### src/rtl/frame_element_local_stiffness_unit_macros.svh
// Assertion macros for the frame element local stiffness unit.
// Used by the RTL files that check their own logic; needs clk and arst_n in scope.
`ifndef FRAME_ELEMENT_LOCAL_STIFFNESS_UNIT_MACROS_SVH
`define FRAME_ELEMENT_LOCAL_STIFFNESS_UNIT_MACROS_SVH
`ifndef NO_ASSERTIONS
`define FELS_ASSERT(lbl, prop) \
	lbl: assert property (@(posedge clk) disable iff (!arst_n) prop) \
		else $error("fels assertion failed");
`define FELS_ASSERT_NEXT(lbl, ante, cons) \
	lbl: assert property (@(posedge clk) disable iff (!arst_n) (ante) |=> (cons)) \
		else $error("fels assertion failed");
`else
`define FELS_ASSERT(lbl, prop)
`define FELS_ASSERT_NEXT(lbl, ante, cons)
`endif
`endif

### src/rtl/fels_pkg.sv
// Shared types, constants and functions of the frame element local stiffness unit.
// No dependencies.
`default_nettype none
package fels_pkg;

	localparam int ENTRY_COUNT = 26;
	localparam int DIV_STEPS = 80;

	typedef struct packed {
		logic        neg;
		logic [63:0] mag;
	} fixval_t;

	typedef struct packed {
		logic signed [47:0] axial_term;
		logic signed [47:0] torsion_term;
		logic signed [47:0] bend_y_term;
		logic signed [47:0] bend_z_term;
		logic signed [31:0] fix_start_y;
		logic signed [31:0] fix_end_y;
		logic signed [31:0] fix_cross_y;
		logic signed [31:0] fix_axial;
		logic signed [31:0] fix_start_z;
		logic signed [31:0] fix_end_z;
		logic signed [31:0] fix_cross_z;
		logic [46:0]        element_length;
	} item_t;

	typedef struct packed {
		fixval_t            ael;
		fixval_t            gkl;
		fixval_t            eiy;
		fixval_t            eiy2;
		fixval_t            eiy3;
		fixval_t            eiz;
		fixval_t            eiz2;
		fixval_t            eiz3;
		logic signed [31:0] fsy;
		logic signed [31:0] fey;
		logic signed [31:0] fcy;
		logic signed [31:0] fax;
		logic signed [31:0] fsz;
		logic signed [31:0] fez;
		logic signed [31:0] fcz;
	} elem_t;

	typedef enum logic [1:0] {FR_IDLE, FR_DIV1, FR_DIV2, FR_PUSH} front_state_e;

	typedef enum logic [2:0] {
		TM_AEL, TM_GKL, TM_EIY, TM_EIY2, TM_EIY3, TM_EIZ, TM_EIZ2, TM_EIZ3
	} term_e;

	typedef enum logic [2:0] {FC_AX, FC_S, FC_E, FC_C, FC_1, FC_2, FC_3} fac_e;

	typedef struct packed {
		logic [3:0] row;
		logic [3:0] col;
		term_e      term;
		fac_e       fac;
		logic       neg;
	} entry_t;

	function automatic entry_t entry_lookup(input logic [4:0] k);
		entry_t e;
		e = '{4'd0, 4'd0, TM_AEL, FC_AX, 1'b0};
		unique case (k)
			5'd0:    e = '{4'd0, 4'd0, TM_AEL, FC_AX, 1'b0};
			5'd1:    e = '{4'd6, 4'd0, TM_AEL, FC_AX, 1'b1};
			5'd2:    e = '{4'd6, 4'd6, TM_AEL, FC_AX, 1'b0};
			5'd3:    e = '{4'd3, 4'd3, TM_GKL, FC_AX, 1'b0};
			5'd4:    e = '{4'd9, 4'd3, TM_GKL, FC_AX, 1'b1};
			5'd5:    e = '{4'd9, 4'd9, TM_GKL, FC_AX, 1'b0};
			5'd6:    e = '{4'd1, 4'd1, TM_EIZ3, FC_3, 1'b0};
			5'd7:    e = '{4'd5, 4'd1, TM_EIZ2, FC_1, 1'b0};
			5'd8:    e = '{4'd7, 4'd1, TM_EIZ3, FC_3, 1'b1};
			5'd9:    e = '{4'd11, 4'd1, TM_EIZ2, FC_2, 1'b0};
			5'd10:   e = '{4'd5, 4'd5, TM_EIZ, FC_S, 1'b0};
			5'd11:   e = '{4'd7, 4'd5, TM_EIZ2, FC_1, 1'b1};
			5'd12:   e = '{4'd11, 4'd5, TM_EIZ, FC_C, 1'b0};
			5'd13:   e = '{4'd7, 4'd7, TM_EIZ3, FC_3, 1'b0};
			5'd14:   e = '{4'd11, 4'd7, TM_EIZ2, FC_2, 1'b1};
			5'd15:   e = '{4'd11, 4'd11, TM_EIZ, FC_E, 1'b0};
			5'd16:   e = '{4'd2, 4'd2, TM_EIY3, FC_3, 1'b0};
			5'd17:   e = '{4'd4, 4'd2, TM_EIY2, FC_1, 1'b1};
			5'd18:   e = '{4'd8, 4'd2, TM_EIY3, FC_3, 1'b1};
			5'd19:   e = '{4'd10, 4'd2, TM_EIY2, FC_2, 1'b1};
			5'd20:   e = '{4'd4, 4'd4, TM_EIY, FC_S, 1'b0};
			5'd21:   e = '{4'd8, 4'd4, TM_EIY2, FC_1, 1'b0};
			5'd22:   e = '{4'd10, 4'd4, TM_EIY, FC_C, 1'b0};
			5'd23:   e = '{4'd8, 4'd8, TM_EIY3, FC_3, 1'b0};
			5'd24:   e = '{4'd10, 4'd8, TM_EIY2, FC_2, 1'b0};
			5'd25:   e = '{4'd10, 4'd10, TM_EIY, FC_E, 1'b0};
			default: e = '{4'd0, 4'd0, TM_AEL, FC_AX, 1'b0};
		endcase
		return e;
	endfunction

endpackage
`default_nettype wire

### src/rtl/fels_front.sv
// Front end: accepts an element, forms the once and twice length-divided bending
// terms with two restoring dividers, and hands the element to the queue. Uses fels_pkg.
`default_nettype none
module fels_front (
	input  wire logic       clk,
	input  wire logic       arst_n,
	input  wire logic       in_valid,
	output logic            in_stall,
	input  fels_pkg::item_t item,
	output logic            push,
	input  wire logic       q_full,
	output fels_pkg::elem_t elem
);
	import fels_pkg::*;

	localparam logic [6:0] LAST_STEP = 7'(DIV_STEPS - 1);

	front_state_e state_q, state_d;
	logic [6:0]   cnt_q;
	elem_t        elem_q;
	logic [46:0]  len_q;
	fixval_t      src_q [2];
	logic [79:0]  dd_q [2];
	logic [47:0]  rem_q [2];
	logic [79:0]  dd_n [2];
	logic [47:0]  rem_n [2];
	logic [47:0]  rsh [2];
	fixval_t      res [2];
	logic         len_zero;
	fixval_t      in_y, in_z;

	function automatic fixval_t from48(input logic [47:0] x);
		fixval_t r;
		logic [63:0] sx;
		sx = {{16{x[47]}}, x};
		r.neg = x[47];
		r.mag = x[47] ? (64'd0 - sx) : sx;
		return r;
	endfunction

	function automatic fixval_t sat_quot(input logic neg, input logic [79:0] q,
			input logic lz, input logic src_nz);
		fixval_t r;
		logic [63:0] lim;
		lim = neg ? 64'h8000_0000_0000_0000 : 64'h7FFF_FFFF_FFFF_FFFF;
		if (lz) begin
			r.mag = src_nz ? lim : 64'd0;
		end else if (q[79:64] != 16'd0 || q[63:0] > lim) begin
			r.mag = lim;
		end else begin
			r.mag = q[63:0];
		end
		r.neg = neg && (r.mag != 64'd0);
		return r;
	endfunction

	assign in_stall = (state_q != FR_IDLE);
	assign push     = (state_q == FR_PUSH) && !q_full;
	assign elem     = elem_q;
	assign len_zero = (len_q == 47'd0);
	assign in_y     = from48(item.bend_y_term);
	assign in_z     = from48(item.bend_z_term);

	always_comb begin
		for (int i = 0; i < 2; i++) begin
			rsh[i] = {rem_q[i][46:0], dd_q[i][79]};
			if (rsh[i] >= {1'b0, len_q}) begin
				rem_n[i] = rsh[i] - {1'b0, len_q};
				dd_n[i]  = {dd_q[i][78:0], 1'b1};
			end else begin
				rem_n[i] = rsh[i];
				dd_n[i]  = {dd_q[i][78:0], 1'b0};
			end
			res[i] = sat_quot(src_q[i].neg, dd_n[i], len_zero, src_q[i].mag != 64'd0);
		end
	end

	always_comb begin
		state_d = state_q;
		unique case (state_q)
			FR_IDLE: begin
				if (in_valid) begin
					state_d = FR_DIV1;
				end
			end
			FR_DIV1: begin
				if (cnt_q == LAST_STEP) begin
					state_d = FR_DIV2;
				end
			end
			FR_DIV2: begin
				if (cnt_q == LAST_STEP) begin
					state_d = FR_PUSH;
				end
			end
			FR_PUSH: begin
				if (!q_full) begin
					state_d = FR_IDLE;
				end
			end
			default: state_d = FR_IDLE;
		endcase
	end

	always_ff @(posedge clk or negedge arst_n) begin
		if (!arst_n) begin
			state_q <= FR_IDLE;
			cnt_q   <= 7'd0;
		end else begin
			state_q <= state_d;
			if ((state_q == FR_DIV1 || state_q == FR_DIV2) && cnt_q != LAST_STEP) begin
				cnt_q <= cnt_q + 7'd1;
			end else begin
				cnt_q <= 7'd0;
			end
		end
	end

	always_ff @(posedge clk) begin
		unique case (state_q)
			FR_IDLE: begin
				if (in_valid) begin
					elem_q.ael <= from48(item.axial_term);
					elem_q.gkl <= from48(item.torsion_term);
					elem_q.eiy <= in_y;
					elem_q.eiz <= in_z;
					elem_q.fsy <= item.fix_start_y;
					elem_q.fey <= item.fix_end_y;
					elem_q.fcy <= item.fix_cross_y;
					elem_q.fax <= item.fix_axial;
					elem_q.fsz <= item.fix_start_z;
					elem_q.fez <= item.fix_end_z;
					elem_q.fcz <= item.fix_cross_z;
					len_q      <= item.element_length;
					src_q[0]   <= in_y;
					src_q[1]   <= in_z;
					dd_q[0]    <= {in_y.mag, 16'h0};
					dd_q[1]    <= {in_z.mag, 16'h0};
					rem_q[0]   <= 48'd0;
					rem_q[1]   <= 48'd0;
				end
			end
			FR_DIV1, FR_DIV2: begin
				if (cnt_q == LAST_STEP) begin
					if (state_q == FR_DIV1) begin
						elem_q.eiy2 <= res[0];
						elem_q.eiz2 <= res[1];
					end else begin
						elem_q.eiy3 <= res[0];
						elem_q.eiz3 <= res[1];
					end
					src_q[0] <= res[0];
					src_q[1] <= res[1];
					dd_q[0]  <= {res[0].mag, 16'h0};
					dd_q[1]  <= {res[1].mag, 16'h0};
					rem_q[0] <= 48'd0;
					rem_q[1] <= 48'd0;
				end else begin
					dd_q  <= dd_n;
					rem_q <= rem_n;
				end
			end
			FR_PUSH: begin
			end
			default: begin
			end
		endcase
	end
endmodule
`default_nettype wire

### config.mk
export PLATFORM = sky130hd
export DESIGN_NAME = fels_front
export DESIGN_NICKNAME = d
export VERILOG_FILES = /design/src/rtl/frame_element_local_stiffness_unit_macros.svh /design/src/rtl/fels_pkg.sv /design/src/rtl/fels_front.sv
export SDC_FILE = /design/constraint.sdc
export NUM_CORES = 2
export LEC_CHECK = 0
export BUFFER_PORTS_ARGS = -buffer_cell sky130_fd_sc_hd__buf_2
export CAP_MARGIN = 25
export CORE_AREA = 2 2 472 474
export CTS_BUF_LIST = sky130_fd_sc_hd__clkbuf_16
export DETAILED_ROUTE_END_ITERATION = 12
export DIE_AREA = 0 0 474 476
export PLACE_DENSITY = 0.52
export SLEW_MARGIN = 10
export SYNTH_ARGS = -nofsm -noshare
export SYNTH_HDL_FRONTEND = slang
export SYNTH_SLANG_ARGS = --single-unit
### constraint.sdc
create_clock -name clk -period 41.3 [get_ports clk]
set_input_delay 10.325 -clock clk [delete_from_list [all_inputs] [get_ports clk]]
set_output_delay 10.325 -clock clk [all_outputs]
set_load 0.02 [all_outputs]
* Yosys cells after proc, flatten, opt, wreduce, memory -nomap -nowiden *
Memories as Yosys holds them, arrays and structs flattened.
Cells that the tools add are included.

storage, ports and cells
  RAM bits = 130
  logic and storage cells = 116
  register bits after elaboration = 1,024
  bits of input ports = 467
  memories kept = 1
  output and inout port bits = 746

memories
  name   words  bits a word  read ports  clocked after memory_dff  wr ports  RTL line          RTL
  src_q  2      65           2           0                         2         fels_front.sv:22  fixval_t src_q [2];

operators by class
  eq/ne operators = 9
  bitwise logic cells = 3
  $add $sub $neg = 7
  reductions and logical operators = 24
  mux-type cells = 36
  $lt $le $gt $ge = 4

operators with widths
  kind                                                number
  2-to-1 mux 64 bit                                   10
  2-to-1 mux 160 bit                                  2
  one-hot mux 160 bit (2 select lines)                1
  nonzero test 64 bit                                 4
  subtractor 1 x 48 -> 49 bit (first input constant)  4
  2-to-1 mux 95 bit                                   2
  one-hot mux 95 bit (2 select lines)                 1
  2-to-1 mux 47 bit                                   3
  2-to-1 mux 65 bit                                   2
  greater-than comparator 64 bit                      2
  greater-or-equal comparator 48 x 47 -> 1 bit        2
  2-to-1 mux 48 bit                                   1
  subtractor 48 x 47 -> 48 bit                        1
  logical NOT 47 bit                                  1
  subtractor 47 bit                                   1
  nonzero test 16 bit                                 2
  2-to-1 mux 1 bit                                    8
  2-to-1 mux 2 bit                                    4
  != test 2 bit (second input constant)               4
  one-hot mux 2 bit (4 select lines)                  1
  adder 7 x 1 -> 7 bit (second input constant)        1
  == test 7 bit (second input constant)               1
  2-to-1 mux 7 bit                                    1
  != test 7 bit (second input constant)               1
  other kinds (13)                                    23

* Longest topological paths before layout *
  depth after elaboration = 9
  gate-level depth with buffers = 27

* Worst setup path before layout *
OpenSTA, ideal clock, no wires.

  kind = input to register
  start = input port in_valid
  end = register dd_q[0] in the netlist's numbering (enable)
  path slack = 20.082 ns
  path buffers = 0
  data arrival time = 17.873 ns
  stages on the path = 2
  path through = nand2_1 o21ai_0

between the ends
  cells in the longest elaborated chain, start to end = 2

RTL lines
  item                                  RTL line           RTL
  start: declaration                    fels_front.sv:7    input wire logic in_valid,
  != test 2 bit (no source line)        -
  AND reduction 2 bit (no source line)  -
  end signal: assignment                fels_front.sv:159  dd_q <= dd_n;
  end: declaration                      fels_front.sv:23   logic [79:0] dd_q [2];

No other way between the ends.
A chain may end at the register's enable or synchronous reset.

* Worst setup path after layout *
  start = input port q_full
  end = output port push

between the ends
  cells in the longest elaborated chain, start to end = 2

RTL lines
  item                RTL line          RTL
  start: declaration  fels_front.sv:11  input wire logic q_full,
  logical NOT 1 bit   -
  logical AND 1 bit   fels_front.sv:58  assign push = (state_q == FR_PUSH) && !q_full;
  end: declaration    fels_front.sv:10  output logic push,

No other way between the ends.

==> results.cfg <==
[outcome]
status = complete, no violations

[cts]
numClockSinks = 1124
hold_buffers = 0
cts.clk_slew.worst_paths_ps = 60
cts_made_buffers = 136
clk_latency_ps = 810
htree_levels = 4
cts_tree = done
root_buffer = clkbuf_16
clockBufferDepth = 3
cts_setup_buffers = 0
cts-resized-gates = 0

[synthesis]
synth_top_area_share_pct = 62.7
ys_top_cells_by_area = edfxtp_1 (63%), ha_1 (5.4%), xnor2_1 (3.3%), a21oi_1 (3.1%), nand2_1 (3.0%)
netlist_area_mm2 = 0.0534
synth_sequential_area_ratio_pct = 63.2
syn_inst = 4387
synth_warnings = 0
yosys.cell_types.count = 78
synth_edf_count = 1115
yosys_most_used_dff = edfxtp_1
yosysTopAreaCell = edfxtp_1
synthArstFlopShare_pct = 0.801
avgSynthCellArea_um2 = 12.2
ys_ff_latch = 1124

[placed_design]
placedCellCount = 8366
io_buffers = 1212
dp_hpwl_um = 158000
place_congestion = 0.905

[hold_path]
hp-class = register to register

[worst_setup_path]
path_common_cell = buf_2
arrival_ps = 10720
cp_slowest_stage_delay_ps = 170
cp-end-kind = output port
crit_path_start_kind = input port
crit_chain = buf_2, nor2b_1, buf_2
critPathKind = input port to output port
critPathSlowestCell = buf_2
crit_fanout = 3
cp.required_ps = 30980

[die]
placementRows = 173
design.core.area_mm2 = 0.221
die_x_um = 474
die_y_um = 476
pin_count = 1213
start_util_pct = 24.1
fp.dieArea_mm2 = 0.226

[detailed_routing]
dr.pass1.iters = 8
via_per_inst = 4.78
drc_errors = 0
vias = 41300
drt-initial-drc-count = 3423
wl_per_cell_um = 23.9
ant_nets = 0
routed_wl_um = 206000

[global_route]
antenna_found_initial = 74
grt_use_total_pct = 17.5
first_global_vias = 39700
grt_pass1_wl_um = 287000
grt_overflow = 0
grt_max_degree = 137

[timing]
setup_tns_ps = 0
rsz0062_at_grt = no
finalCriticalPeriod_ps = 21050
tightest_slew_ps = 1070
hold_violations = 0
finClkSkew_ps = 62.6
drv_slew = 0
fmax_mhz = 47.5
finalSetupViolations = 0
post-route-period-util_pct = 51.0
relSlewSlack_pct = 28.4

[final_layout]
layout-drive-gt1-share_pct = 26.8
nets = 6231
multi_input_area_mm2 = 0.0181
utilization_pct = 30.4
syn2layout_area_growth_pct = 25.9
instances_no_fill = 8635
nFillCells = 22700
regArea_mm2 = 0.0337

[run]
max-cap-violations = 0

[power_and_ir_drop]
p_leak_nw = 26.0
ir_drop_uv = 91.5
power_per_cell_area_mw_per_mm2 = 73.7
-- worst max-delay path: cells and delay by family --
family | cells | cell delay [ps]
buffers and inverters | 2 | 280
AND/OR/NAND/NOR | 1 | 110
-- cell type report --
type,instances,area share (%)
Inverter,132,0.749
Antenna cell,20,0.0745
Clock buffer,136,5.07
Multi-Input combinational cell,2869,26.9
Tap cell,2975,5.54
Sequential cell,1124,50.2
Clock inverter,111,1.77
Timing Repair Buffer,1268,9.72
-- registers in the layout (all words and copies together) (netlist names) --
| register | count |
|---|---|
| src_q | 130 |
| elem | 684 |
| dd_q | 160 |
| cnt_q | 7 |
| rem_q | 94 |
| len_q | 47 |
| state_q | 2 |
-- layout by cell type (no fill, tap or decap), drive strengths merged, types with 138 or more instances in the layout --
| master | count |
|---|---|
| nor2 | 360 |
| inv | 168 |
| o21ai | 234 |
| edfxtp | 1115 |
| nand2 | 423 |
| nand3 | 138 |
| buf | 1268 |
| xnor2 | 202 |
| ha | 231 |
| a21oi | 331 |
-- cells by family after synthesis --
family,after synthesis,synth area share (%)
compound gates,1005,11.5
mux,13,0.249
xor+xnor,267,4.38
buf+inv,397,3.21
flops,1124,63.2
fa+ha+maj,233,5.49
other cells,1,0.00703
simple gates,1347,12.0
-- power by group --
part | internal, mW | leakage, nW | switching [mW] | total, mW
Combinational | 0.593 | 13.1 | 1.20 | 1.79
Clock | 0.701 | 2.32 | 0.530 | 1.23
Sequential | 1.70 | 10.6 | 0.227 | 1.93
Total | 2.99 | 26.0 | 1.95 | 4.95
-- routing by layer --
| metal | vias up | part of all wire, % | track usage (%) |
|---|---|---|---|
| li1 | 18800 | - | - |
| met1 | 20200 | 42 | 22.7 |
| met2 | 1889 | 47 | 28.5 |
| met3 | 314 | 8.3 | 4.54 |
| met4 | 12 | 2.6 | 5.02 |
| met5 | - | 0.032 | 0 |
-- through the flow --
step	power [mW]	setup WS [ps]	hold WS (ps)	area [um2]
after floorplan	3.28	20080	425	53400
after global placement	3.71	20220	445	62500
after detailed placement	3.74	20260	460	62500
after CTS	5.00	20250	468	67100
after global routing	5.25	20210	484	67200
final	4.95	20250	467	67200
-- cells in the mapped netlist (20+ instances only) --
| cell | instances |
|---|---|
| xnor2_1 | 202 |
| nor2_1 | 360 |
| xor2_1 | 65 |
| a31oi_1 | 75 |
| edfxtp_1 | 1115 |
| a21oi_1 | 331 |
| nor3_1 | 32 |
| inv_1 | 131 |
| or4_1 | 32 |
| nand2_1 | 423 |
| ha_1 | 231 |
| buf_1 | 23 |
| o41ai_1 | 25 |
| nand4_1 | 79 |
| o211ai_1 | 22 |
| a21o_1 | 89 |
| nor4_1 | 107 |
| nand2b_1 | 25 |
| or3_1 | 34 |
| o21ai_0 | 227 |
| and3_1 | 44 |
| buf_4 | 60 |
| clkbuf_1 | 182 |
| a22oi_1 | 20 |
| nand3_1 | 138 |
| o31ai_1 | 71 |
| a211oi_1 | 42 |
-- worst paths after layout --
path / from / end / slack [ps] / cells past startpoint
max: q_full / push / 20250 / 3
min: cnt_q[0]$_DFF_PN0_ / cnt_q[0]$_DFF_PN0_ / 470 / 1
max reg2reg: len_q[27]$_DFFE_PP_ / elem[234]$_DFFE_PP_ / 34080 / 21
min reg2reg: cnt_q[0]$_DFF_PN0_ / cnt_q[0]$_DFF_PN0_ / 470 / 1
max in group asynchronous: arst_n / cnt_q[3]$_DFF_PN0_ / 31690 / 1
min in group asynchronous: arst_n / state_q[1]$_DFFE_PN0P_ / 9380 / 1
Note: power is estimated with default switching activity, not from simulation.
