<file path="src/rtl/frame_element_local_stiffness_unit_macros.svh">
// Assertion macros for the frame element local stiffness unit.
// Used by the RTL files that check their own logic; needs clk and arst_n in scope.
`ifndef FRAME_ELEMENT_LOCAL_STIFFNESS_UNIT_MACROS_SVH
`define FRAME_ELEMENT_LOCAL_STIFFNESS_UNIT_MACROS_SVH
`ifndef NO_ASSERTIONS
`define FELS_ASSERT(lbl, prop) \
	lbl: assert property (@(posedge clk) disable iff (!arst_n) prop) \
		else $error("fels assertion failed");
`define FELS_ASSERT_NEXT(lbl, ante, cons) \
	lbl: assert property (@(posedge clk) disable iff (!arst_n) (ante) |=> (cons)) \
		else $error("fels assertion failed");
`else
`define FELS_ASSERT(lbl, prop)
`define FELS_ASSERT_NEXT(lbl, ante, cons)
`endif
`endif

</file>
<file path="src/rtl/fels_pkg.sv">
// Shared types, constants and functions of the frame element local stiffness unit.
// No dependencies.
`default_nettype none
package fels_pkg;

	localparam int ENTRY_COUNT = 26;
	localparam int DIV_STEPS = 80;

	typedef struct packed {
		logic        neg;
		logic [63:0] mag;
	} fixval_t;

	typedef struct packed {
		logic signed [47:0] axial_term;
		logic signed [47:0] torsion_term;
		logic signed [47:0] bend_y_term;
		logic signed [47:0] bend_z_term;
		logic signed [31:0] fix_start_y;
		logic signed [31:0] fix_end_y;
		logic signed [31:0] fix_cross_y;
		logic signed [31:0] fix_axial;
		logic signed [31:0] fix_start_z;
		logic signed [31:0] fix_end_z;
		logic signed [31:0] fix_cross_z;
		logic [46:0]        element_length;
	} item_t;

	typedef struct packed {
		fixval_t            ael;
		fixval_t            gkl;
		fixval_t            eiy;
		fixval_t            eiy2;
		fixval_t            eiy3;
		fixval_t            eiz;
		fixval_t            eiz2;
		fixval_t            eiz3;
		logic signed [31:0] fsy;
		logic signed [31:0] fey;
		logic signed [31:0] fcy;
		logic signed [31:0] fax;
		logic signed [31:0] fsz;
		logic signed [31:0] fez;
		logic signed [31:0] fcz;
	} elem_t;

	typedef enum logic [1:0] {FR_IDLE, FR_DIV1, FR_DIV2, FR_PUSH} front_state_e;

	typedef enum logic [2:0] {
		TM_AEL, TM_GKL, TM_EIY, TM_EIY2, TM_EIY3, TM_EIZ, TM_EIZ2, TM_EIZ3
	} term_e;

	typedef enum logic [2:0] {FC_AX, FC_S, FC_E, FC_C, FC_1, FC_2, FC_3} fac_e;

	typedef struct packed {
		logic [3:0] row;
		logic [3:0] col;
		term_e      term;
		fac_e       fac;
		logic       neg;
	} entry_t;

	function automatic entry_t entry_lookup(input logic [4:0] k);
		entry_t e;
		e = '{4'd0, 4'd0, TM_AEL, FC_AX, 1'b0};
		unique case (k)
			5'd0:    e = '{4'd0, 4'd0, TM_AEL, FC_AX, 1'b0};
			5'd1:    e = '{4'd6, 4'd0, TM_AEL, FC_AX, 1'b1};
			5'd2:    e = '{4'd6, 4'd6, TM_AEL, FC_AX, 1'b0};
			5'd3:    e = '{4'd3, 4'd3, TM_GKL, FC_AX, 1'b0};
			5'd4:    e = '{4'd9, 4'd3, TM_GKL, FC_AX, 1'b1};
			5'd5:    e = '{4'd9, 4'd9, TM_GKL, FC_AX, 1'b0};
			5'd6:    e = '{4'd1, 4'd1, TM_EIZ3, FC_3, 1'b0};
			5'd7:    e = '{4'd5, 4'd1, TM_EIZ2, FC_1, 1'b0};
			5'd8:    e = '{4'd7, 4'd1, TM_EIZ3, FC_3, 1'b1};
			5'd9:    e = '{4'd11, 4'd1, TM_EIZ2, FC_2, 1'b0};
			5'd10:   e = '{4'd5, 4'd5, TM_EIZ, FC_S, 1'b0};
			5'd11:   e = '{4'd7, 4'd5, TM_EIZ2, FC_1, 1'b1};
			5'd12:   e = '{4'd11, 4'd5, TM_EIZ, FC_C, 1'b0};
			5'd13:   e = '{4'd7, 4'd7, TM_EIZ3, FC_3, 1'b0};
			5'd14:   e = '{4'd11, 4'd7, TM_EIZ2, FC_2, 1'b1};
			5'd15:   e = '{4'd11, 4'd11, TM_EIZ, FC_E, 1'b0};
			5'd16:   e = '{4'd2, 4'd2, TM_EIY3, FC_3, 1'b0};
			5'd17:   e = '{4'd4, 4'd2, TM_EIY2, FC_1, 1'b1};
			5'd18:   e = '{4'd8, 4'd2, TM_EIY3, FC_3, 1'b1};
			5'd19:   e = '{4'd10, 4'd2, TM_EIY2, FC_2, 1'b1};
			5'd20:   e = '{4'd4, 4'd4, TM_EIY, FC_S, 1'b0};
			5'd21:   e = '{4'd8, 4'd4, TM_EIY2, FC_1, 1'b0};
			5'd22:   e = '{4'd10, 4'd4, TM_EIY, FC_C, 1'b0};
			5'd23:   e = '{4'd8, 4'd8, TM_EIY3, FC_3, 1'b0};
			5'd24:   e = '{4'd10, 4'd8, TM_EIY2, FC_2, 1'b0};
			5'd25:   e = '{4'd10, 4'd10, TM_EIY, FC_E, 1'b0};
			default: e = '{4'd0, 4'd0, TM_AEL, FC_AX, 1'b0};
		endcase
		return e;
	endfunction

endpackage
`default_nettype wire

</file>
<file path="src/rtl/fels_queue.sv">
// Two-entry queue of prepared elements between the front and the back.
// Depends on fels_pkg.
`default_nettype none
module fels_queue (
	input  wire logic           clk,
	input  wire logic           arst_n,
	input  wire logic           push,
	input  fels_pkg::elem_t     push_data,
	output logic                full,
	input  wire logic           pop,
	output logic                pop_valid,
	output fels_pkg::elem_t     pop_data
);
	import fels_pkg::*;

	elem_t      mem_q [2];
	logic       wr_ptr_q;
	logic       rd_ptr_q;
	logic [1:0] count_q;

	assign full      = (count_q == 2'd2);
	assign pop_valid = (count_q != 2'd0);
	assign pop_data  = mem_q[rd_ptr_q];

	always_ff @(posedge clk) begin
		if (push) begin
			mem_q[wr_ptr_q] <= push_data;
		end
	end

	always_ff @(posedge clk or negedge arst_n) begin
		if (!arst_n) begin
			wr_ptr_q <= 1'b0;
			rd_ptr_q <= 1'b0;
			count_q  <= 2'd0;
		end else begin
			if (push) begin
				wr_ptr_q <= ~wr_ptr_q;
			end
			if (pop) begin
				rd_ptr_q <= ~rd_ptr_q;
			end
			count_q <= count_q + 2'(push) - 2'(pop);
		end
	end
endmodule
`default_nettype wire

</file>
<file path="config.mk">
export PLATFORM = sky130hd
export DESIGN_NAME = fels_queue
export DESIGN_NICKNAME = d
export VERILOG_FILES = /design/src/rtl/frame_element_local_stiffness_unit_macros.svh /design/src/rtl/fels_pkg.sv /design/src/rtl/fels_queue.sv
export SDC_FILE = /design/constraint.sdc
export NUM_CORES = 1
export LEC_CHECK = 0
export BUFFER_PORTS_ARGS = -buffer_cell sky130_fd_sc_hd__clkbuf_2
export CAP_MARGIN = 20
export CORE_AREA = 2 2 586 588
export CTS_CLUSTER_SIZE = 10
export DETAILED_ROUTE_END_ITERATION = 7
export DIE_AREA = 0 0 588 590
export SLEW_MARGIN = 40
export SYNTH_ARGS = -nofsm -noshare
export SYNTH_HDL_FRONTEND = slang
export SYNTH_SLANG_ARGS = --single-unit
</file>
<file path="constraint.sdc">
create_clock -name clk -period 38.7 [get_ports clk]
set_input_delay 1.935 -clock clk [delete_from_list [all_inputs] [get_ports clk]]
set_output_delay 1.935 -clock clk [all_outputs]
set_load 0.01 [all_outputs]
</file>
# After elaboration in Yosys (flattened, before gate mapping)
# Memory sizes are Yosys's and may differ from the RTL's.
# Cells that the tools add are included.
[totals]
mem_bits_rw = 1488
input_bits = 748
regBits = 4
wordCells = 12
mem_count = 1
[op_classes]
reduce_logical = 1
eq_ne = 1
bitwise_logic = 2
add_sub_neg = 2
mux = 2
[memory_table]
columns = ["memory", "depth", "width", "read_ports", "rd_ports_with_merged_regs", "write_ports", "line_no", "text"]
rows = [
  ["mem_q", 2, 744, 1, 0, 1, "fels_queue.sv:16", "elem_t mem_q [2];"],
]
[op_table]
columns = ["cell", "n"]
rows = [
  ["adder 2 x 1 -> 2 bit", 1],
  ["== test 2 bit, second input constant", 1],
  ["two-way mux 1 bit", 2],
  ["NOT 1 bit", 2],
  ["nonzero test 2 bit", 1],
  ["subtractor 2 x 1 -> 2 bit", 1],
]

# Longest topological paths before layout
# Gate-level depths: netlist (run 1).
[logic_depth]
ltp_word = 2
depth_mapped = 5

# Worst setup path after synthesis (run 1)
# OpenSTA, ideal clock, no wires.
[synth_timing]
kind = "input-to-reg"
startpoint = "input port push"
endpoint = "memory mem_q[0][0] in the netlist's numbering (enable)"
stages = 1
setup_time_ns = 1.961
setup_slack_ns = 2.944
t_arrival_ns = 33.795
cell_sequence = "nor2b_1"
[synth_via]
elab_chain_len = 2
[synth_lines]
columns = ["element", "line_no", "text"]
rows = [
  ["start: declaration", "fels_queue.sv:7", "input wire logic push,"],
  ["two-way mux 1 bit", "fels_queue.sv:26", "if (push) begin"],
  ["two-way mux 1 bit (not written as such)", "fels_queue.sv:27", "mem_q[wr_ptr_q] <= push_data;"],
  ["end: declaration", "fels_queue.sv:16", ""],
]
# No other way between the ends.

==> metrics.md, run 1 <==
| Metric | Value |
|---|---|
| Synthesized instance count | `2330` |
| FMAX | `0.129 GHz` |
| Critical hold path startpoint | `wr_ptr_q` |
| Top-area cell type share of the netlist area | `82.7%` |
| CTS Buf Count | `184` |
| Finished Cell Area | `0.0725 mm²` |
| Final Util | `between 20% and 30%` |
| Drt pass-1 iters | `5` |
| Crit-path max FO | `76` |
| Clock skew | `0.0811 ns` |
| Status | `finished clean` |
| Total negative slack | `0 ns` |
| Pleak | `0.0262 µW` |
| Via count | `31200` |
| Post-layout worst setup margin | `30.96 ns` |
| Drt first-iter violations | `2791` |
| Sequential Power Share | `40.5%` |
| Final WL | `about 280000 µm` |
| Clk sinks | `1492` |
| Worst slew pin tran | `0.820 ns` |
| Worst flop-to-flop path endpoint | `mem_q[1][314]` |
| Hold Path Class | `register to register` |
| Leading area contributor after synthesis | `edfxtp_1` |
| CTS clock-pin slew for the worst setup and hold paths | `roughly 0.060 ns` |
| I/O pins | `1494` |
| First-pass GRT wire length | `about 340000 µm` |
| Relative slew margins | `45.3%` |
| CTS Hold Bufs | `0` |
| Max Root-Sink Buffers | `4` |
| Max-cap violation count | `0` |
| Clock power share | `between 20 and 30%` |
| Logic pwr share | `31.0%` |
| CTS root buffer | `clkbuf_16` |
| GPL Wtd Cong | `0.919` |
| Die area | `roughly 0.35 mm²` |
| Endpoints failing setup | `0` |
| Yosys warns | `0` |
| CTS H-tree lvls | `4` |
| Multi-input gate area | `0.00867 mm²` |
| Starting Density | `~16%` |
| Layout cells sized above 1 | `62.0%` |
| WS Path Type | `register to output pin` |
| Residual DRC count | `0` |
| Die width | `approximately 590 µm` |
| Tcrit/Tclk final | `between 10% and 20%` |
| Net Switching | `1790 µW` |
| Synth Register Bits | `1492` |
| GR Overflow Total | `0` |
| Peak VDD IR | `0.0000622 V` |
| Gr usage total | `15.3%` |
| # rows | `between 200 and 250` |
| Fillers | `around 36000` |
| Core Area | `0.341 mm²` |
| Vias in the first global route | `slightly above 30000` |
| Sw frac | `32.8%` |
| Worst reg2reg path startpoint | `wr_ptr_q` |
| Syn Std Cell Area | `0.0541 mm²` |
| Clk_lat worst skew | `0.84 ns` |
| Fin crit period | `7.74 ns` |
| Ranking of synthesized cells by area | `edfxtp_1, mux2_2, mux2_4, buf_4, dfrtp_1` |
| Worst endpoint required time | `roughly 37 ns` |
| Initial antenna violation count | `about 360` |
| IO buf count | `roughly 1500` |
| Register area share after synthesis | `82.8%` |
| Crit path DAT | `5.80 ns` |
| Syn nets | `3080` |
| Syn Area/Cell | `23.2 µm²` |
| DP Area | `0.0670 mm²` |
| RSZ-0062 raised after global routing | `false` |
| Die Height | `about 600 µm` |
| Detail Route Antenna Nets | `0` |
| HPWL Detailed | `232000 µm` |
| Hold Path Stages | `1` |
| Final Max Slew Viols | `0` |
| CTS tree | `yes` |
| Int Pwr | `3690 µW` |
| Layout Nets | `4718` |
| P&R area growth vs syn | `34.2%` |
| Worst Setup SP | `rd_ptr_q` |
| Hold Crit Endpoint | `wr_ptr_q` |
| Reg2Reg Setup Slack | `34.51 ns` |
| Post-CTS resize count | `0` |
| Avg WL per Cell | `31.8 µm` |
| Critical Path Start Type | `register` |
| Post-CTS setup buffer count | `0` |
| Largest net degree at the start of global routing | `129` |
| Power density over cell area | `75.6 mW/mm²` |
| DR vias/cell | `3.59` |
| FF/Latch Area | `0.0448 mm²` |
| Cell variety after synth | `14` |
| Pre-CTS setup slack | `31.08 ns` |
| R2R depth | `5` |
| Worst setup EP type | `output pin` |
| Final hold violation count | `0` |
## layout by cell type, fill, tap and decap left out, types with 2 or more instances in the layout
cell        instances
buf_4              18
edfxtp_1         1488
ha_1                2
bufinv_16           7
clkinv_2           13
inv_16              3
xor2_1              2
clkinv_1           13
inv_6               3
diode_2            78
clkbuf_2         1493
buf_12              5
inv_1               2
clkbuf_1           24
clkbuf_16         184
buf_6              17
dfrtp_1             3
mux2_2            694
clkinvlp_4          3
mux2_4             50
clkinv_8            2
clkinv_16           2
## cell type report
cell class	instances	share of cell area [%]
multi-input cells	753	11.9
diodes	78	0.269
repair buffers	1535	10.9
clock buffers	208	6.47
flip-flops and latches	1492	61.8
clock inverters	47	0.737
well taps	4557	7.86
inverters	2	0.0104
## power groups by stage
stage	combinational, µW	sequential, µW	clock [µW]
2_1_floorplan	914	2600	0
3_5_place_dp	1720	2260	0
5_1_grt	1790	2240	1670
3_3_place_gp	1710	2260	0
6_report	1700	2220	1560
4_1_cts	1730	2230	1620
## metrics by stage
step                total power, µW  hold slack [ns]  instances
floorplan                      3510            0.455       2330
global placement               3970            0.531       8334
detailed placement             3980            0.534       8334
CTS                            5580            0.545       8589
global route                   5710            0.564       8610
finish                         5480            0.546       8672
## sequential cells by signal, summed over array words and instances, names as in the netlist
register and cells:
count_q 2, rd_ptr_q 1, wr_ptr_q 1, mem_q 1488
## critical path, cell delays in order, from the launching register on
cell and delay, ns:
dfrtp_4 0.68, buf_4 0.68, buf_4 0.41, buf_12 0.25, buf_4 0.66, buf_12 0.39
buf_16 0.34, buf_6 0.55, mux2_2 0.45, clkbuf_2 0.15
## per-layer routing
layer	up-vias	routed length [µm]	GRT usage, %
met4	180	9180	3.92
met3	717	41900	9.25
met2	2044	119000	23.2
met1	15500	105000	18.0
met5	-	1160	0
li1	12700	-	-
## how the worst max path moves through the flow
stage | cells past startpoint | slack [ns] | endpoint
after floorplan | 1 | 2.94 | mem_q[0][0]
after global placement | 7 | 31.21 | pop_data[662]
after detailed placement | 7 | 31.08 | pop_data[663]
after CTS | 7 | 30.09 | pop_data[663]
after global routing | 9 | 30.60 | pop_data[657]
final | 9 | 30.96 | pop_data[663]
## cell families after synthesis
family                     after synthesis  synth area share (%)
DFF                                   1492                  82.8
muxes                                  744                  15.8
buffers and inverters                   85                  1.14
and+or+nand+nor                          4                0.0463
xor gates and xnor gates                 3                0.0764
adders and majority gates                2                0.0463
## synthesized netlist by cell type (all sizes together)
master  number
inv          2
and2         1
buf         83
xor3         1
edfxtp    1488
or2          1
mux2       744
nor2b        2
ha           2
xor2         2
dfrtp        4
(Power assumes the default switching activity.)
==> inputs of run 2 (changes only) <==
--- a/config.mk
+++ b/config.mk
@@ -5,12 +5,13 @@
 export SDC_FILE = /design/constraint.sdc
 export NUM_CORES = 1
 export LEC_CHECK = 0
+export ABC_AREA = 1
 export BUFFER_PORTS_ARGS = -buffer_cell sky130_fd_sc_hd__clkbuf_2
 export CAP_MARGIN = 20
-export CORE_AREA = 2 2 586 588
+export CORE_AREA = 2 2 589 591
 export CTS_CLUSTER_SIZE = 10
 export DETAILED_ROUTE_END_ITERATION = 7
-export DIE_AREA = 0 0 588 590
+export DIE_AREA = 0 0 591 593
 export SLEW_MARGIN = 40
 export SYNTH_ARGS = -nofsm -noshare
 export SYNTH_HDL_FRONTEND = slang
==> constraint.sdc (replaced) <==
create_clock -name clk -period 7.9 [get_ports clk]
set_input_delay 0.395 -clock clk [delete_from_list [all_inputs] [get_ports clk]]
set_output_delay 0.395 -clock clk [all_outputs]
set_load 0.01 [all_outputs]
==> metrics.md, run 2 <==
| Metric | Value |
|---|---|
| Initial antenna violation count | `398 (+9.6%)` |
| First-pass GRT wire length | `357000 µm (+4.7%)` |
| Biggest regs | `mem_q (1488), count_q (2)` |
| CTS root buffer | `clkbuf_16` |
| Worst flop-to-flop path endpoint | `mem_q[1][490]` |
| FMAX | `0.240 GHz` |
| Most numerous cell in the Yosys netlist | `edfxtp_1` |
| Die Height | `593 µm (+0.51%)` |
| I/O pins | `1494 (unchanged)` |
| Clk sinks | `1492 (unchanged)` |
| Vias in the first global route | `36600 (+19%)` |
| Final WL | `286000 µm (+3.8%)` |
| Core Area | `0.345 mm² (+1.0%)` |
| Worst endpoint required time | `7.51 ns (-29.25 ns)` |
| Syn nets | `4661 (+51%)` |
| Worst setup EP type | `output pin` |
| Int Pwr | `17500 µW (+380%)` |
| Drt first-iter violations | `3333 (+19%)` |
| Share of flip-flops with an asynchronous set or reset | `0.268% (unchanged)` |
| Cell variety after synth | `15 (+1)` |
| Worst Setup SP | `rd_ptr_q` |
| Most common cell after layout, fill and taps aside | `clkbuf_2` |
| GPL Wtd Cong | `0.932 (+1.5%)` |
| Residual DRC count | `0 (unchanged)` |
| Syn Std Cell Area | `0.0556 mm² (+2.9%)` |
| CTS clock-pin slew for the worst setup and hold paths | `0.05 ns (about the same)` |
| Layout cells sized above 1 | `27.9% (-34 points)` |
| Yosys warns | `0 (unchanged)` |
| WS Path Type | `register to output pin` |
| Register area share after synthesis | `80.5% (-2.3 points)` |
| Avg WL per Cell | `26.0 µm (-18%)` |
| Sequential Power Share | `39.1% (-1.4 points)` |
| Top sig layer | `met5` |
| Ranking of synthesized cells by area | `edfxtp_1, inv_1, nand2_1, o21ai_0, o21ai_1` |
| Power density over cell area | `342 mW/mm² (+350%)` |
| Pleak | `0.0329 µW (+26%)` |
| Capture point of the worst path | `pop_data[388]` |
| Via count | `39800 (+28%)` |
| HPWL Detailed | `236000 µm (+1.9%)` |
| Gr usage total | `15.6% (+0.35 points)` |
| Predominant post-synthesis flop cell | `edfxtp_1` |
| Crit path DAT | `3.77 ns (-2.03 ns)` |
| Final hold violation count | `0 (unchanged)` |
| Largest net degree at the start of global routing | `224 (+74%)` |
| Commonest non-fill, non-tap cells in the layout | `clkbuf_2, edfxtp_1, nand2_1, inv_1, dlygate4sd3_1` |
| Worst reg2reg path startpoint | `wr_ptr_q` |
| GR Overflow Total | `0 (unchanged)` |
| Clock power share | `27.7% (-0.8 points)` |
| Synth top cells by count | `edfxtp_1, inv_1, nand2_1, o21ai_0, o21ai_1` |
| R2R depth | `4 (-1)` |
| Net Switching | `10200 µW (+470%)` |
| Drt pass-1 iters | `7 (+2)` |
| CTS H-tree lvls | `4 (unchanged)` |
| Wire length on met1 | `111000 µm (+5.6%)` |
| Reg2Reg Setup Slack | `5.17 ns (-29.34 ns)` |
| Worst slew pin tran | `0.891 ns (+0.0708 ns)` |
| P&R area growth vs syn | `45.9%` |
| CTS Buf Count | `184 (unchanged)` |
| Met2 wire length | `132000 µm (+12%)` |
| Max Root-Sink Buffers | `4 (unchanged)` |
| Peak VDD IR | `0.000246 V (+300%)` |
| CTS tree | `yes` |
| Fin crit period | `4.16 ns` |
| Sw frac | `36.8% (+4.1 points)` |
| RSZ-0062 raised after global routing | `false` |
| Syn Area/Cell | `14.2 µm² (-39%)` |
| DP Area | `0.0679 mm² (+1.5%)` |
| Routed wl met3 | `30300 µm (-28%)` |
| Layout Nets | `6963 (+48%)` |
| Clock skew | `0.0301 ns (-0.0510 ns)` |
| Status | `finished clean` |
| DR vias/cell | `3.62 (+0.67%)` |
| Die area | `0.350 mm² (+1.0%)` |
| # rows | `216 (+0.47%)` |
| Max-cap violation count | `0 (unchanged)` |
| Hold_ws | `0.262 ns (-0.283 ns)` |
| EDFF count, synth | `1488 (unchanged)` |
| IO buf count | `1493 (unchanged)` |
| Hold Path Class | `input port to register` |
| Relative slew margins | `40.0% (-5.3 points)` |
| Crit-path max FO | `158 (+110%)` |
| Biggest register | `mem_q` |
| Finished Cell Area | `0.0812 mm² (+12%)` |
| Final Max Slew Viols | `0 (unchanged)` |
| Critical Path Start Type | `register` |
| Max reg flops | `1488 (unchanged)` |
| Synthesized instance count | `3911 (+68%)` |
| Tcrit/Tclk final | `52.7%` |
| Synth Register Bits | `1492 (unchanged)` |
| Clk_lat worst skew | `0.84 ns (about the same)` |
| Starting Density | `16.1% (+0.29 points)` |
| Logic pwr share | `33.1% (+2.1 points)` |
| Top-area cell type share of the netlist area | `80.4% (-2.3 points)` |
| Detail Route Antenna Nets | `0 (unchanged)` |
| Leading area contributor after synthesis | `edfxtp_1` |
| Die width | `591 µm (+0.51%)` |
| Endpoints failing setup | `0 (unchanged)` |
| Post-CTS resize count | `0 (unchanged)` |
==> run 2: changes by cell type in the layout (fill, tap and decap cells not counted), moves of 371 or more <==
cell,before,now
inv_1,2,750
dlygate4sd3_1,0,748
nand2_1,0,751
mux2_2,694,0
o21ai_0,0,371
o21ai_1,0,373
==> run 2: per-layer routing <==
layer	vias up	global-route usage, %
met2	2169	25.8
met5	-	0
met3	790	6.13
met4	116	5.21
li1	18000	-
met1	18700	18.4
==> run 2: timing repair <==
action                    4_1_cts  5_1_grt
hold endpoints to repair     1496        0
hold buffers                  748        0
buffers inserted                0        0
==> run 2: power by group through the flow <==
stage / sequential [µW] / clock, µW / combinational, µW
floorplan: 11700 / 0 / 4560
global placement: 11000 / 0 / 8800
detailed placement: 11000 / 0 / 8870
CTS: 10900 / 7910 / 9400
global route: 11000 / 8180 / 10000
finish: 10900 / 7700 / 9190
==> run 2: cells by family after synthesis <==
group                    synth area share, %
flip-flops                              80.5
buffers and inverters                   7.60
AND/OR/NAND/NOR                         5.09
AO/OA/AOI/OAI                           6.70
XOR/XNOR                              0.0315
adder cells (fa/ha/maj)               0.0450
==> run 2: worst max-delay path: stages (launching register included) <==
cell and delay [ns]:
dfrtp_4 0.84, buf_12 0.44, buf_12 0.30, buf_16 0.46
nand2_1 0.10, o21ai_1 0.31, clkbuf_2 0.23
==> run 2: worst min path at each step <==
stage          slack [ns]       endpoint           start  depth (start not counted)
2_1_floorplan         0.1     count_q[0]          arst_n                          0
3_3_place_gp         0.22     count_q[0]          arst_n                          1
3_5_place_dp         0.21       wr_ptr_q          arst_n                          1
4_1_cts              0.15  mem_q[0][704]  push_data[704]                          2
5_1_grt              0.20  mem_q[1][123]  push_data[123]                          2
6_report             0.26  mem_q[0][691]  push_data[691]                          2
==> run 2: layout make-up <==
class	instances	area [µm²]
diodes	141	353
multi-input cells	1502	6610
clock inverters	41	509
repair buffers	2282	15600
clock buffers	215	4760
flip-flops and latches	1492	44800
well taps	4578	5730
inverters	751	2820
fillers	36300	263000
==> run 2: through the flow <==
stage                     worst slack, ns  setup TNS [ns]  total power, µW  std cells  utilization [%]
after CTS                            3.79               0            28200      10900             23.4
after detailed placement             4.76               0            19900       9854             19.7
after floorplan                     -4.20        -6083.19            16200       3911                -
final                                3.74               0            27700      11000             23.6
after global routing                 3.44               0            29200      10900             23.5
after global placement               4.45               0            19800       9851             19.7
